### src/hdl/rpb_pkg.sv
// Package for the RGB555 pixel blend unit: register indexes, modes, lane operations, masks.
package rpb_pkg;

    localparam int unsigned PIX_W  = 16;
    localparam int unsigned CHAN_W = 5;
    localparam int unsigned NUM_CH = 3;
    localparam int unsigned SHIFT_W = 3;
    localparam int unsigned CFG_ADDR_W = 2;

    // Configuration register indexes
    localparam logic [CFG_ADDR_W-1:0] REG_BLEND_MODE  = 2'd0;
    localparam logic [CFG_ADDR_W-1:0] REG_BLEND_COLOR = 2'd1;
    localparam logic [CFG_ADDR_W-1:0] REG_DIM_SHIFT   = 2'd2;

    // Masks for the averaging trick: upper three bits of each channel, low two bits, carry bits
    localparam logic [PIX_W-1:0] AVG_HI_MASK    = 16'h739c;
    localparam logic [PIX_W-1:0] AVG_LO_MASK    = 16'h0c63;
    localparam logic [PIX_W-1:0] AVG_CARRY_MASK = 16'h18c6;
    localparam logic [PIX_W-1:0] RGB_MASK       = 16'h7fff;

    typedef enum logic [2:0] {
        MODE_FILL     = 3'd0,
        MODE_AVERAGE  = 3'd1,
        MODE_ADD      = 3'd2,
        MODE_ADD_DIMC = 3'd3,
        MODE_ADD_DIMD = 3'd4,
        MODE_SUB      = 3'd5,
        MODE_PASS_A   = 3'd6,
        MODE_PASS_B   = 3'd7
    } blend_mode_t;

    typedef enum logic [1:0] {
        LANE_ADD      = 2'd0,
        LANE_ADD_DIMC = 2'd1,
        LANE_ADD_DIMD = 2'd2,
        LANE_SUB      = 2'd3
    } lane_op_t;

endpackage

### src/hdl/rpb_lane.sv
// One 5-bit color channel: saturating add, add with a dimmed operand, or clamped subtract.
module rpb_lane (
    input  rpb_pkg::lane_op_t               op,
    input  logic [rpb_pkg::SHIFT_W-1:0]     shift,
    input  logic [rpb_pkg::CHAN_W-1:0]      dest,
    input  logic [rpb_pkg::CHAN_W-1:0]      color,
    output logic [rpb_pkg::CHAN_W-1:0]      result
);

    logic [rpb_pkg::CHAN_W-1:0] x;
    logic [rpb_pkg::CHAN_W-1:0] y;
    logic [rpb_pkg::CHAN_W:0]   sum;

    // shifts of 5 or more clear the shifted operand
    assign x   = (op == rpb_pkg::LANE_ADD_DIMD) ? (dest >> shift) : dest;
    assign y   = (op == rpb_pkg::LANE_ADD_DIMC) ? (color >> shift) : color;
    assign sum = {1'b0, x} + {1'b0, y};

    always_comb begin
        if (op == rpb_pkg::LANE_SUB) begin
            result = (x >= y) ? (x - y) : '0;
        end else if (sum[rpb_pkg::CHAN_W]) begin
            result = '1;
        end else begin
            result = sum[rpb_pkg::CHAN_W-1:0];
        end
    end

endmodule

### src/hdl/rgb555_pixel_blend_unit.sv
// Top level of the RGB555 pixel blend unit: stream ports, configuration, two-stage pipeline.
//
// The unit blends a stream of RGB555 destination pixels (red bits 0-4, green 5-9, blue
// 10-14) with a configured color. blend_mode selects fill (the color word, all 16 bits),
// average (truncated per-channel mean), add (per-channel sum clamped at 31), add with
// the color channels shifted right by dim_shift, add with the destination channels shifted
// right by dim_shift, or subtract (destination minus color, clamped at 0). Modes 6 and 7
// pass the pixel through unchanged. Bit 15 of the result is zero in every mode except
// fill and the pass-through modes. Throughput is one pixel per clock while the output
// is not stalled; a pixel passes the input register and then the result register, with
// the blend logic between them, before appearing on m_tvalid. s_tready follows the
// pipeline occupancy and m_tready. Configuration writes (cfg_we, cfg_addr, cfg_wdata) take
// effect the next clock and must be done while no pixel is in flight; indexes above 2
// are ignored.
module rgb555_pixel_blend_unit (
    input  logic                              aclk,
    input  logic                              aresetn,
    // configuration write port
    input  logic                              cfg_we,
    input  logic [rpb_pkg::CFG_ADDR_W-1:0]    cfg_addr,
    input  logic [rpb_pkg::PIX_W-1:0]         cfg_wdata,
    // input pixel stream
    input  logic                              s_tvalid,
    output logic                              s_tready,
    input  logic [rpb_pkg::PIX_W-1:0]         s_tdata,   // [15:0] dest_pixel
    // blended pixel stream
    output logic                              m_tvalid,
    input  logic                              m_tready,
    output logic [rpb_pkg::PIX_W-1:0]         m_tdata    // [15:0] blended_pixel
);

    // configuration registers
    rpb_pkg::blend_mode_t               blend_mode_reg;
    logic [rpb_pkg::PIX_W-1:0]          blend_color_reg;
    logic [rpb_pkg::SHIFT_W-1:0]        dim_shift_reg;

    // pipeline registers
    logic                               in_valid_reg;
    logic [rpb_pkg::PIX_W-1:0]          in_data_reg;
    logic                               out_valid_reg;
    logic [rpb_pkg::PIX_W-1:0]          out_data_reg;
    logic [rpb_pkg::PIX_W-1:0]          out_data_next;

    logic                               out_load;
    logic                               in_load;

    // blend datapath
    rpb_pkg::lane_op_t                  lane_op;
    logic [rpb_pkg::PIX_W-1:0]          lane_pix;
    logic [rpb_pkg::PIX_W:0]            avg_hi;
    logic [rpb_pkg::PIX_W:0]            avg_lo;
    logic [rpb_pkg::PIX_W:0]            avg_sum;
    logic [rpb_pkg::PIX_W-1:0]          avg_pix;

    // Result stage loads from a full input stage when it is empty or its transaction completes this cycle;
    // the input stage may then refill in the same cycle.
    assign out_load = in_valid_reg && (!out_valid_reg || m_tready);
    assign s_tready = !in_valid_reg || !out_valid_reg || m_tready;
    assign in_load  = s_tvalid && s_tready;

    assign m_tvalid = out_valid_reg;
    assign m_tdata  = out_data_reg;

    always_ff @(posedge aclk) begin
        if (!aresetn) begin
            blend_mode_reg  <= rpb_pkg::MODE_FILL;
            blend_color_reg <= '0;
            dim_shift_reg   <= '0;
        end else if (cfg_we) begin
            case (cfg_addr)
                rpb_pkg::REG_BLEND_MODE: begin
                    blend_mode_reg <= rpb_pkg::blend_mode_t'(cfg_wdata[2:0]);
                end
                rpb_pkg::REG_BLEND_COLOR: begin
                    blend_color_reg <= cfg_wdata;
                end
                rpb_pkg::REG_DIM_SHIFT: begin
                    dim_shift_reg <= cfg_wdata[rpb_pkg::SHIFT_W-1:0];
                end
                default: begin
                end
            endcase
        end
    end

    always_ff @(posedge aclk) begin
        if (!aresetn) begin
            in_valid_reg  <= 1'b0;
            out_valid_reg <= 1'b0;
        end else begin
            if (in_load) begin
                in_valid_reg <= 1'b1;
            end else if (out_load) begin
                in_valid_reg <= 1'b0;
            end
            if (out_load) begin
                out_valid_reg <= 1'b1;
            end else if (m_tready) begin
                out_valid_reg <= 1'b0;
            end
        end
    end

    always_ff @(posedge aclk) begin
        if (in_load) begin
            in_data_reg <= s_tdata;
        end
        if (out_load) begin
            out_data_reg <= out_data_next;
        end
    end

    // Average: add the upper three bits of each channel separately from the low bits,
    // carry the low-bit sum into place, then halve.
    assign avg_hi  = {1'b0, in_data_reg & rpb_pkg::AVG_HI_MASK}
                   + {1'b0, blend_color_reg & rpb_pkg::AVG_HI_MASK};
    assign avg_lo  = {1'b0, in_data_reg & rpb_pkg::AVG_LO_MASK}
                   + {1'b0, blend_color_reg & rpb_pkg::AVG_LO_MASK};
    assign avg_sum = avg_hi + (avg_lo & {1'b0, rpb_pkg::AVG_CARRY_MASK});
    assign avg_pix = avg_sum[rpb_pkg::PIX_W:1] & rpb_pkg::RGB_MASK;

    always_comb begin
        case (blend_mode_reg)
            rpb_pkg::MODE_ADD_DIMC: lane_op = rpb_pkg::LANE_ADD_DIMC;
            rpb_pkg::MODE_ADD_DIMD: lane_op = rpb_pkg::LANE_ADD_DIMD;
            rpb_pkg::MODE_SUB:      lane_op = rpb_pkg::LANE_SUB;
            default:                lane_op = rpb_pkg::LANE_ADD;
        endcase
    end

    // three channel lanes; bit 15 of the lane result is always clear
    assign lane_pix[rpb_pkg::PIX_W-1] = 1'b0;

    for (genvar k = 0; k < rpb_pkg::NUM_CH; k++) begin : g_lane
        rpb_lane u_lane (
            .op     (lane_op),
            .shift  (dim_shift_reg),
            .dest   (in_data_reg[k*rpb_pkg::CHAN_W +: rpb_pkg::CHAN_W]),
            .color  (blend_color_reg[k*rpb_pkg::CHAN_W +: rpb_pkg::CHAN_W]),
            .result (lane_pix[k*rpb_pkg::CHAN_W +: rpb_pkg::CHAN_W])
        );
    end

    always_comb begin
        case (blend_mode_reg)
            rpb_pkg::MODE_FILL:     out_data_next = blend_color_reg;
            rpb_pkg::MODE_AVERAGE:  out_data_next = avg_pix;
            rpb_pkg::MODE_ADD,
            rpb_pkg::MODE_ADD_DIMC,
            rpb_pkg::MODE_ADD_DIMD,
            rpb_pkg::MODE_SUB:      out_data_next = lane_pix;
            default:                out_data_next = in_data_reg;
        endcase
    end

`ifndef SYNTHESIS
    // no result is pending in the cycle after reset
    a_reset_clears: assert property (@(posedge aclk) !aresetn |=> !m_tvalid)
        else $error("result valid after reset");

    // with both stages full and the output stalled, no new transaction may enter
    a_full_stall: assert property (@(posedge aclk) disable iff (!aresetn)
        (in_valid_reg && m_tvalid && !m_tready) |-> !s_tready)
        else $error("input accepted while pipeline is full");

    // lane and average modes never set bit 15
    a_bit15_clear: assert property (@(posedge aclk) disable iff (!aresetn)
        (out_load && (blend_mode_reg == rpb_pkg::MODE_AVERAGE
            || blend_mode_reg == rpb_pkg::MODE_ADD
            || blend_mode_reg == rpb_pkg::MODE_ADD_DIMC
            || blend_mode_reg == rpb_pkg::MODE_ADD_DIMD
            || blend_mode_reg == rpb_pkg::MODE_SUB)) |=> !m_tdata[15])
        else $error("bit 15 set in a blend result");
`endif

endmodule
### config.mk
export PLATFORM = sky130hd
export DESIGN_NAME = rgb555_pixel_blend_unit
export DESIGN_NICKNAME = d
export VERILOG_FILES = /design/src/hdl/rpb_pkg.sv /design/src/hdl/rpb_lane.sv /design/src/hdl/rgb555_pixel_blend_unit.sv
export SDC_FILE = /design/constraint.sdc
export NUM_CORES = 1
export LEC_CHECK = 0
export BUFFER_PORTS_ARGS = -buffer_cell sky130_fd_sc_hd__buf_4
export CAP_MARGIN = 0
export CORE_MARGIN = 3
export CORE_UTILIZATION = 60
export CTS_BUF_LIST = sky130_fd_sc_hd__clkbuf_16
export DETAILED_ROUTE_END_ITERATION = 10
export GPL_TIMING_DRIVEN = 0
export PLACE_DENSITY = 0.81
export SYNTH_ARGS = -nofsm -noshare
export SYNTH_HDL_FRONTEND = slang
export SYNTH_SLANG_ARGS = --single-unit
### constraint.sdc
create_clock -name aclk -period 5.4 [get_ports aclk]
set_clock_uncertainty 0.15 [all_clocks]
set_input_delay 1.08 -clock aclk [delete_from_list [all_inputs] [get_ports aclk]]
set_output_delay 1.08 -clock aclk [all_outputs]
set_load 0.005 [all_outputs]
**After elaboration in Yosys (flattened, before gate mapping)**

Cells that the tools add are included.
Widths: inputs -> output; s select.

- Register bits after elaboration: 56
- Input port bits: 39
- Output and inout port bits: 18
- Logic and storage cells: 71

- Add/sub/neg operators: 9
- $lt $le $gt $ge: 3
- Equal/unequal tests: 10
- Shift operators: 6
- Mux-type cells: 21
- Reduce and logical (&&, ||, !) cells: 15

Operators by type and width:

| cell | count |
|---|---|
| $mux 5 | 15 |
| $pmux 16 s3 | 1 |
| $shr 5x3->5 | 6 |
| $add 5x5->6 | 3 |
| $add 15x15->16 | 1 |
| $add 16x13->16 | 1 |
| $ge 5x5->1 | 3 |
| $sub 5x5->5 | 3 |
| $add 12x12->13 | 1 |
| $eq 2x2->1 const B | 3 |
| $eq 3x2->1 const B | 2 |
| $eq 3x3->1 const B | 2 |
| $pmux 2 s3 | 1 |
| $reduce_and 2->1 | 3 |
| $eq 2x1->1 const B | 2 |
| $mux 1 | 4 |
| $reduce_bool 2->1 | 2 |
| $reduce_or 4->1 | 1 |
| $eq 3x1->1 const B | 1 |
| $logic_not 3->1 | 1 |
| $logic_or 1x1->1 | 3 |
| $logic_and 1x1->1 | 2 |
| $logic_not 1->1 | 2 |
| $logic_not 2->1 | 1 |

**Logic depth before layout (Yosys ltp)**

- Depth in word-level cells: 8
- Depth in mapped cells: 16
- Gate-level depth less buffers: 16

**Hierarchy**

Synthesis repeated with hierarchy kept, for this count alone.

- Cells, all modules: 627
- Area total of the unflattened synthesis: 5484.0 um2

Modules (own cells, without submodules):

| module | instances | cells an instance | area each (um2) | seq. area each (um2) |
|---|---|---|---|---|
| rgb555_pixel_blend_unit | 1 | 271 | 2919.0 | 1441.4 |
| rpb_lane (g_lane[0].u_lane ...) | 2 | 118 | 875.8 | 0.0 |
| rpb_lane (g_lane[2].u_lane) | 1 | 120 | 813.3 | 0.0 |

**Worst setup path before layout**

Ideal clock, no wire load.

- Path type: register to register
- From: reg dim_shift_reg[1] (netlist name)
- To: reg out_data_reg (netlist bit m_tdata[4]) (data pin)
- Setup time: 256 ps
- Arrival: 3271 ps
- Data required time: 4994 ps
- Slack: 1723 ps
- Stages on the path, launching flop included: 14
- Cell sequence: dfxtp_1 -> buf_2 -> buf_1 -> mux4_2 -> o31a_1 -> inv_1 -> ha_1 -> a21o_1 -> a21oi_1 -> nor2_1 -> or4_1 -> mux2i_1 -> a21oi_1 -> o211a_1

- Word-level cells in the longest chain between the ends: 6
- Elaborated cells between the ends (all ways): 11
- Classes of those cells: add/sub: 2; order compare: 1; shift: 2; mux: 6

Ends and longest elaborated chain:

| item | RTL line | text |
|---|---|---|
| start, declared | rgb555_pixel_blend_unit.sv:35 | `logic [rpb_pkg::SHIFT_W-1:0] dim_shift_reg;` |
| start signal, assigned | rgb555_pixel_blend_unit.sv:78 | `dim_shift_reg <= cfg_wdata[rpb_pkg::SHIFT_W-1:0];` |
| $shr 5x3->5 (on tied branches) | rpb_lane.sv:15, rpb_lane.sv:16 |  |
| $mux 5 (on tied branches) | rpb_lane.sv:15, rpb_lane.sv:16 |  |
| $add 5x5->6 (tied with other cells) | rpb_lane.sv:17 | `assign sum = {1'b0, x} + {1'b0, y};` |
| $mux 5 (on tied branches) | rpb_lane.sv:22, rpb_lane.sv:21 |  |
| $mux 5 * | rpb_lane.sv:20 | `if (op == rpb_pkg::LANE_SUB) begin` |
| $pmux 16 s3 * | rgb555_pixel_blend_unit.sv:145 | `case (blend_mode_reg)` |
| named net out_data_next, one bit | rgb555_pixel_blend_unit.sv:42 | `logic [rpb_pkg::PIX_W-1:0] out_data_next;` |
| end signal, assigned | rgb555_pixel_blend_unit.sv:109 | `out_data_reg <= out_data_next;` |
| end, declared | rgb555_pixel_blend_unit.sv:41 | `logic [rpb_pkg::PIX_W-1:0] out_data_reg;` |

The timed path passes the listed nets; every way through them passes the cells marked *.
A chain may end at the register's enable or synchronous reset.

**Final worst setup path**

- From: reg dim_shift_reg[0] (netlist name)
- To: reg out_data_reg (netlist bit m_tdata[14]) (data pin)

Same word-level chain as after synthesis.

==> impl_metrics.tcl <==
set metrics [dict create \
    arrival_ps 4340 \
    drive_gt1_frac 0.145 \
    fin_crit_sh 0.829 \
    ant_nets 0 \
    place_ws_ps 1060 \
    p_leak_nw 2.38 \
    crit_chain "clkbuf_1 > buf_1 > a2111oi_0 > a21oi_1 > inv_1 > ha_1 > a21o_1 > a31oi_1 > o21bai_1 > nor2_1 > a31oi_1 > a221oi_1 > a22oi_1" \
    clockBufferDepth 2 \
    dieHeight_um 98.1 \
    synth_edf_count 32 \
    dp_hpwl_mm 11.3 \
    cts_max_level 2 \
    post_drt_wl_per_cell_um 19.8 \
    cp_top_family "compound AO/OA/AOI/OAI gates" \
    final_cells 751 \
    cts_made_buffers 5 \
    grt_usage 0.307 \
    coreArea_um2 7970 \
    drtPass1Iterations 9 \
    grt_max_degree 19 \
    critPathMaxStageDelay_ps 530 \
    row_count 32 \
    critPathSlowestCell "buf_1" \
    final_core_util 0.728 \
    dr_total_vias 4945 \
    antenna_found_initial 0 \
    root_buffer "clkbuf_16" \
    relSlewSlack 0.287 \
    period_needed_ps 4480 \
    swShare 0.306 \
    routed_wl_mm 14.8 \
    regToRegSetupSlack_ps 920 \
    route.detailed.drc 0 \
    synth_flop_cell "edfxtp_1" \
    yosysMostFrequentCell "nand2_1" \
    drt_iter0_drc 620 \
    async_reset_ff_frac 0 \
    grt_pass1_vias 4743 \
    vdd_drop_max_v 0.000136 \
    cts.sinks 56 \
    die_w_um 98.1 \
    gp_congestion 1.03 \
    vias_per_cell 6.58 \
    start_util 0.639 \
    insertion_delay_ps 300 \
    numPortBuffers 56 \
    synth_top_area_share 0.189 \
    cts-hold-fix-buffers 0 \
    synth.largest_area_cell "edfxtp_1" \
    synthDistinctLibCells 77 \
    syn_area_per_cell_um2 8.71 \
    diodes 0 \
    cpMostUsedCell "a31oi_1" \
    numPlacedInstances 743 \
    setup_viol 0 \
    cp-end-kind "register" \
    cts_tree "built" \
    clkTransAtPathRegs_ps 80 \
    syn_to_final_growth_pct 14.0 \
    gr-total-overflow 0 \
    cts_setup_buffers 0 \
    status "finished, final reports clean" \
    fin_nets 743 \
    drv_slew 0 \
    synth_area_um2 5090 \
    switching_power_mw 0.340 \
    fmax_mhz 223 \
    path_max_fanout 10 \
    final_area_um2 5800 \
    ctsResizeCount 0 \
    hp-class "register to register" \
    path_class "register to register" \
    synth_nets 679 \
    p_comb_frac 0.248 \
    ys_ff_latch 56 \
    synth_area_leaders "edfxtp_1 (19%), ha_1 (11%), dfxtp_1 (9.4%)" \
    fin_ws_ps 924 \
    holdWs_ps 344 \
    rsz0062_at_grt "no" \
    dieArea_um2 9620 \
    tns_ps 0 \
    synth_cells 584 \
    internal-power_mw 0.769 \
    seq_power_share 0.449 \
    grt_pass1_wl_mm 23.9 \
    yosys_warnings 0 \
    ys_top_cells_by_count "nand2_1 (60), inv_1 (51), a21oi_1 (50), ha_1 (44), nor2_1 (44)" \
    pwr-share-clk 0.304 \
    yosysSeqAreaShare 0.283 \
    ios 57 \
    crit_required_ps 5260 \
    power.density_nw_per_um2 191 \
    critPathBufInv 3 \
    power.total_mw 1.11 \
    cp-start-kind "register" \
    place_area_um2 5650 \
    hold_viol 0 \
    tightest_slew_ps 1060 \
    cap_violations 0 \
]
-- placed cells by master (no fill, tap or decap), types with 6 or more instances in the layout --
cell,count
a22o_1,12
xnor2_1,12
o21ai_0,18
nor2b_1,12
a21o_1,6
clkbuf_1,18
dfxtp_1,24
a31oi_1,6
fa_1,12
ha_1,44
o21bai_1,9
a21oi_1,50
mux2i_1,14
edfxtp_1,32
nor3_1,9
nor2_1,44
inv_1,51
a21boi_0,18
buf_4,56
nand2_1,60
a221oi_1,14
xor2_1,8
-- power by group through the flow --
stage,sequential [mW],clock [mW],combinational (mW)
final,0.498,0.337,0.275
after global routing,0.500,0.356,0.302
after CTS,0.496,0.338,0.269
after detailed placement,0.506,0,0.267
after global placement,0.505,0,0.257
after floorplan,0.499,0,0.182
-- worst reg2reg max path, cell delays in order (launching register included) --
cell	delay [ps]
dfxtp_1	480
clkbuf_1	460
buf_1	530
a2111oi_0	220
a21oi_1	470
inv_1	130
ha_1	360
a21o_1	200
a31oi_1	180
o21bai_1	140
nor2_1	240
a31oi_1	150
a221oi_1	330
a22oi_1	140
-- cells by family after synthesis --
family | share of synthesized area
AO/OA/AOI/OAI | 0.281
AND/OR/NAND/NOR | 0.148
buffers and inverters | 0.0580
adder cells (fa/ha/maj) | 0.155
flip-flops | 0.283
XOR/XNOR | 0.0376
multiplexers | 0.0364
-- final timing paths --
| path | startpoint | to | cells past startpoint |
|---|---|---|---|
| max | dim_shift_reg[0]$_SDFFE_PN0P_ | m_tdata[14]$_DFFE_PP_ | 13 |
| min | blend_color_reg[15]$_SDFFE_PN0P_ | blend_color_reg[15]$_SDFFE_PN0P_ | 2 |
| max reg2reg | dim_shift_reg[0]$_SDFFE_PN0P_ | m_tdata[14]$_DFFE_PP_ | 13 |
| min reg2reg | blend_color_reg[15]$_SDFFE_PN0P_ | blend_color_reg[15]$_SDFFE_PN0P_ | 2 |
-- per-layer routing --
layer / vias up / part of all wire / routed length (um) / GRT usage
met5: - / 0 / 0 / 0
met4: 0 / 0.045 / 666 / 0.143
met3: 61 / 0.11 / 1660 / 0.0536
met2: 331 / 0.45 / 6660 / 0.491
met1: 2290 / 0.39 / 5850 / 0.407
li1: 2263 / - / - / -
-- final cells by class --
| type | instances | area, um2 |
|---|---|---|
| Inverter | 52 | 195 |
| Clock inverter | 3 | 22.5 |
| Multi-Input combinational cell | 451 | 3350 |
| Timing Repair Buffer | 57 | 435 |
| Sequential cell | 56 | 1440 |
| Clock buffer | 5 | 125 |
| Fill cell | 622 | 2170 |
| Buffer | 25 | 100 |
| Tap cell | 102 | 128 |
Note: power is estimated with default switching activity, not from simulation.
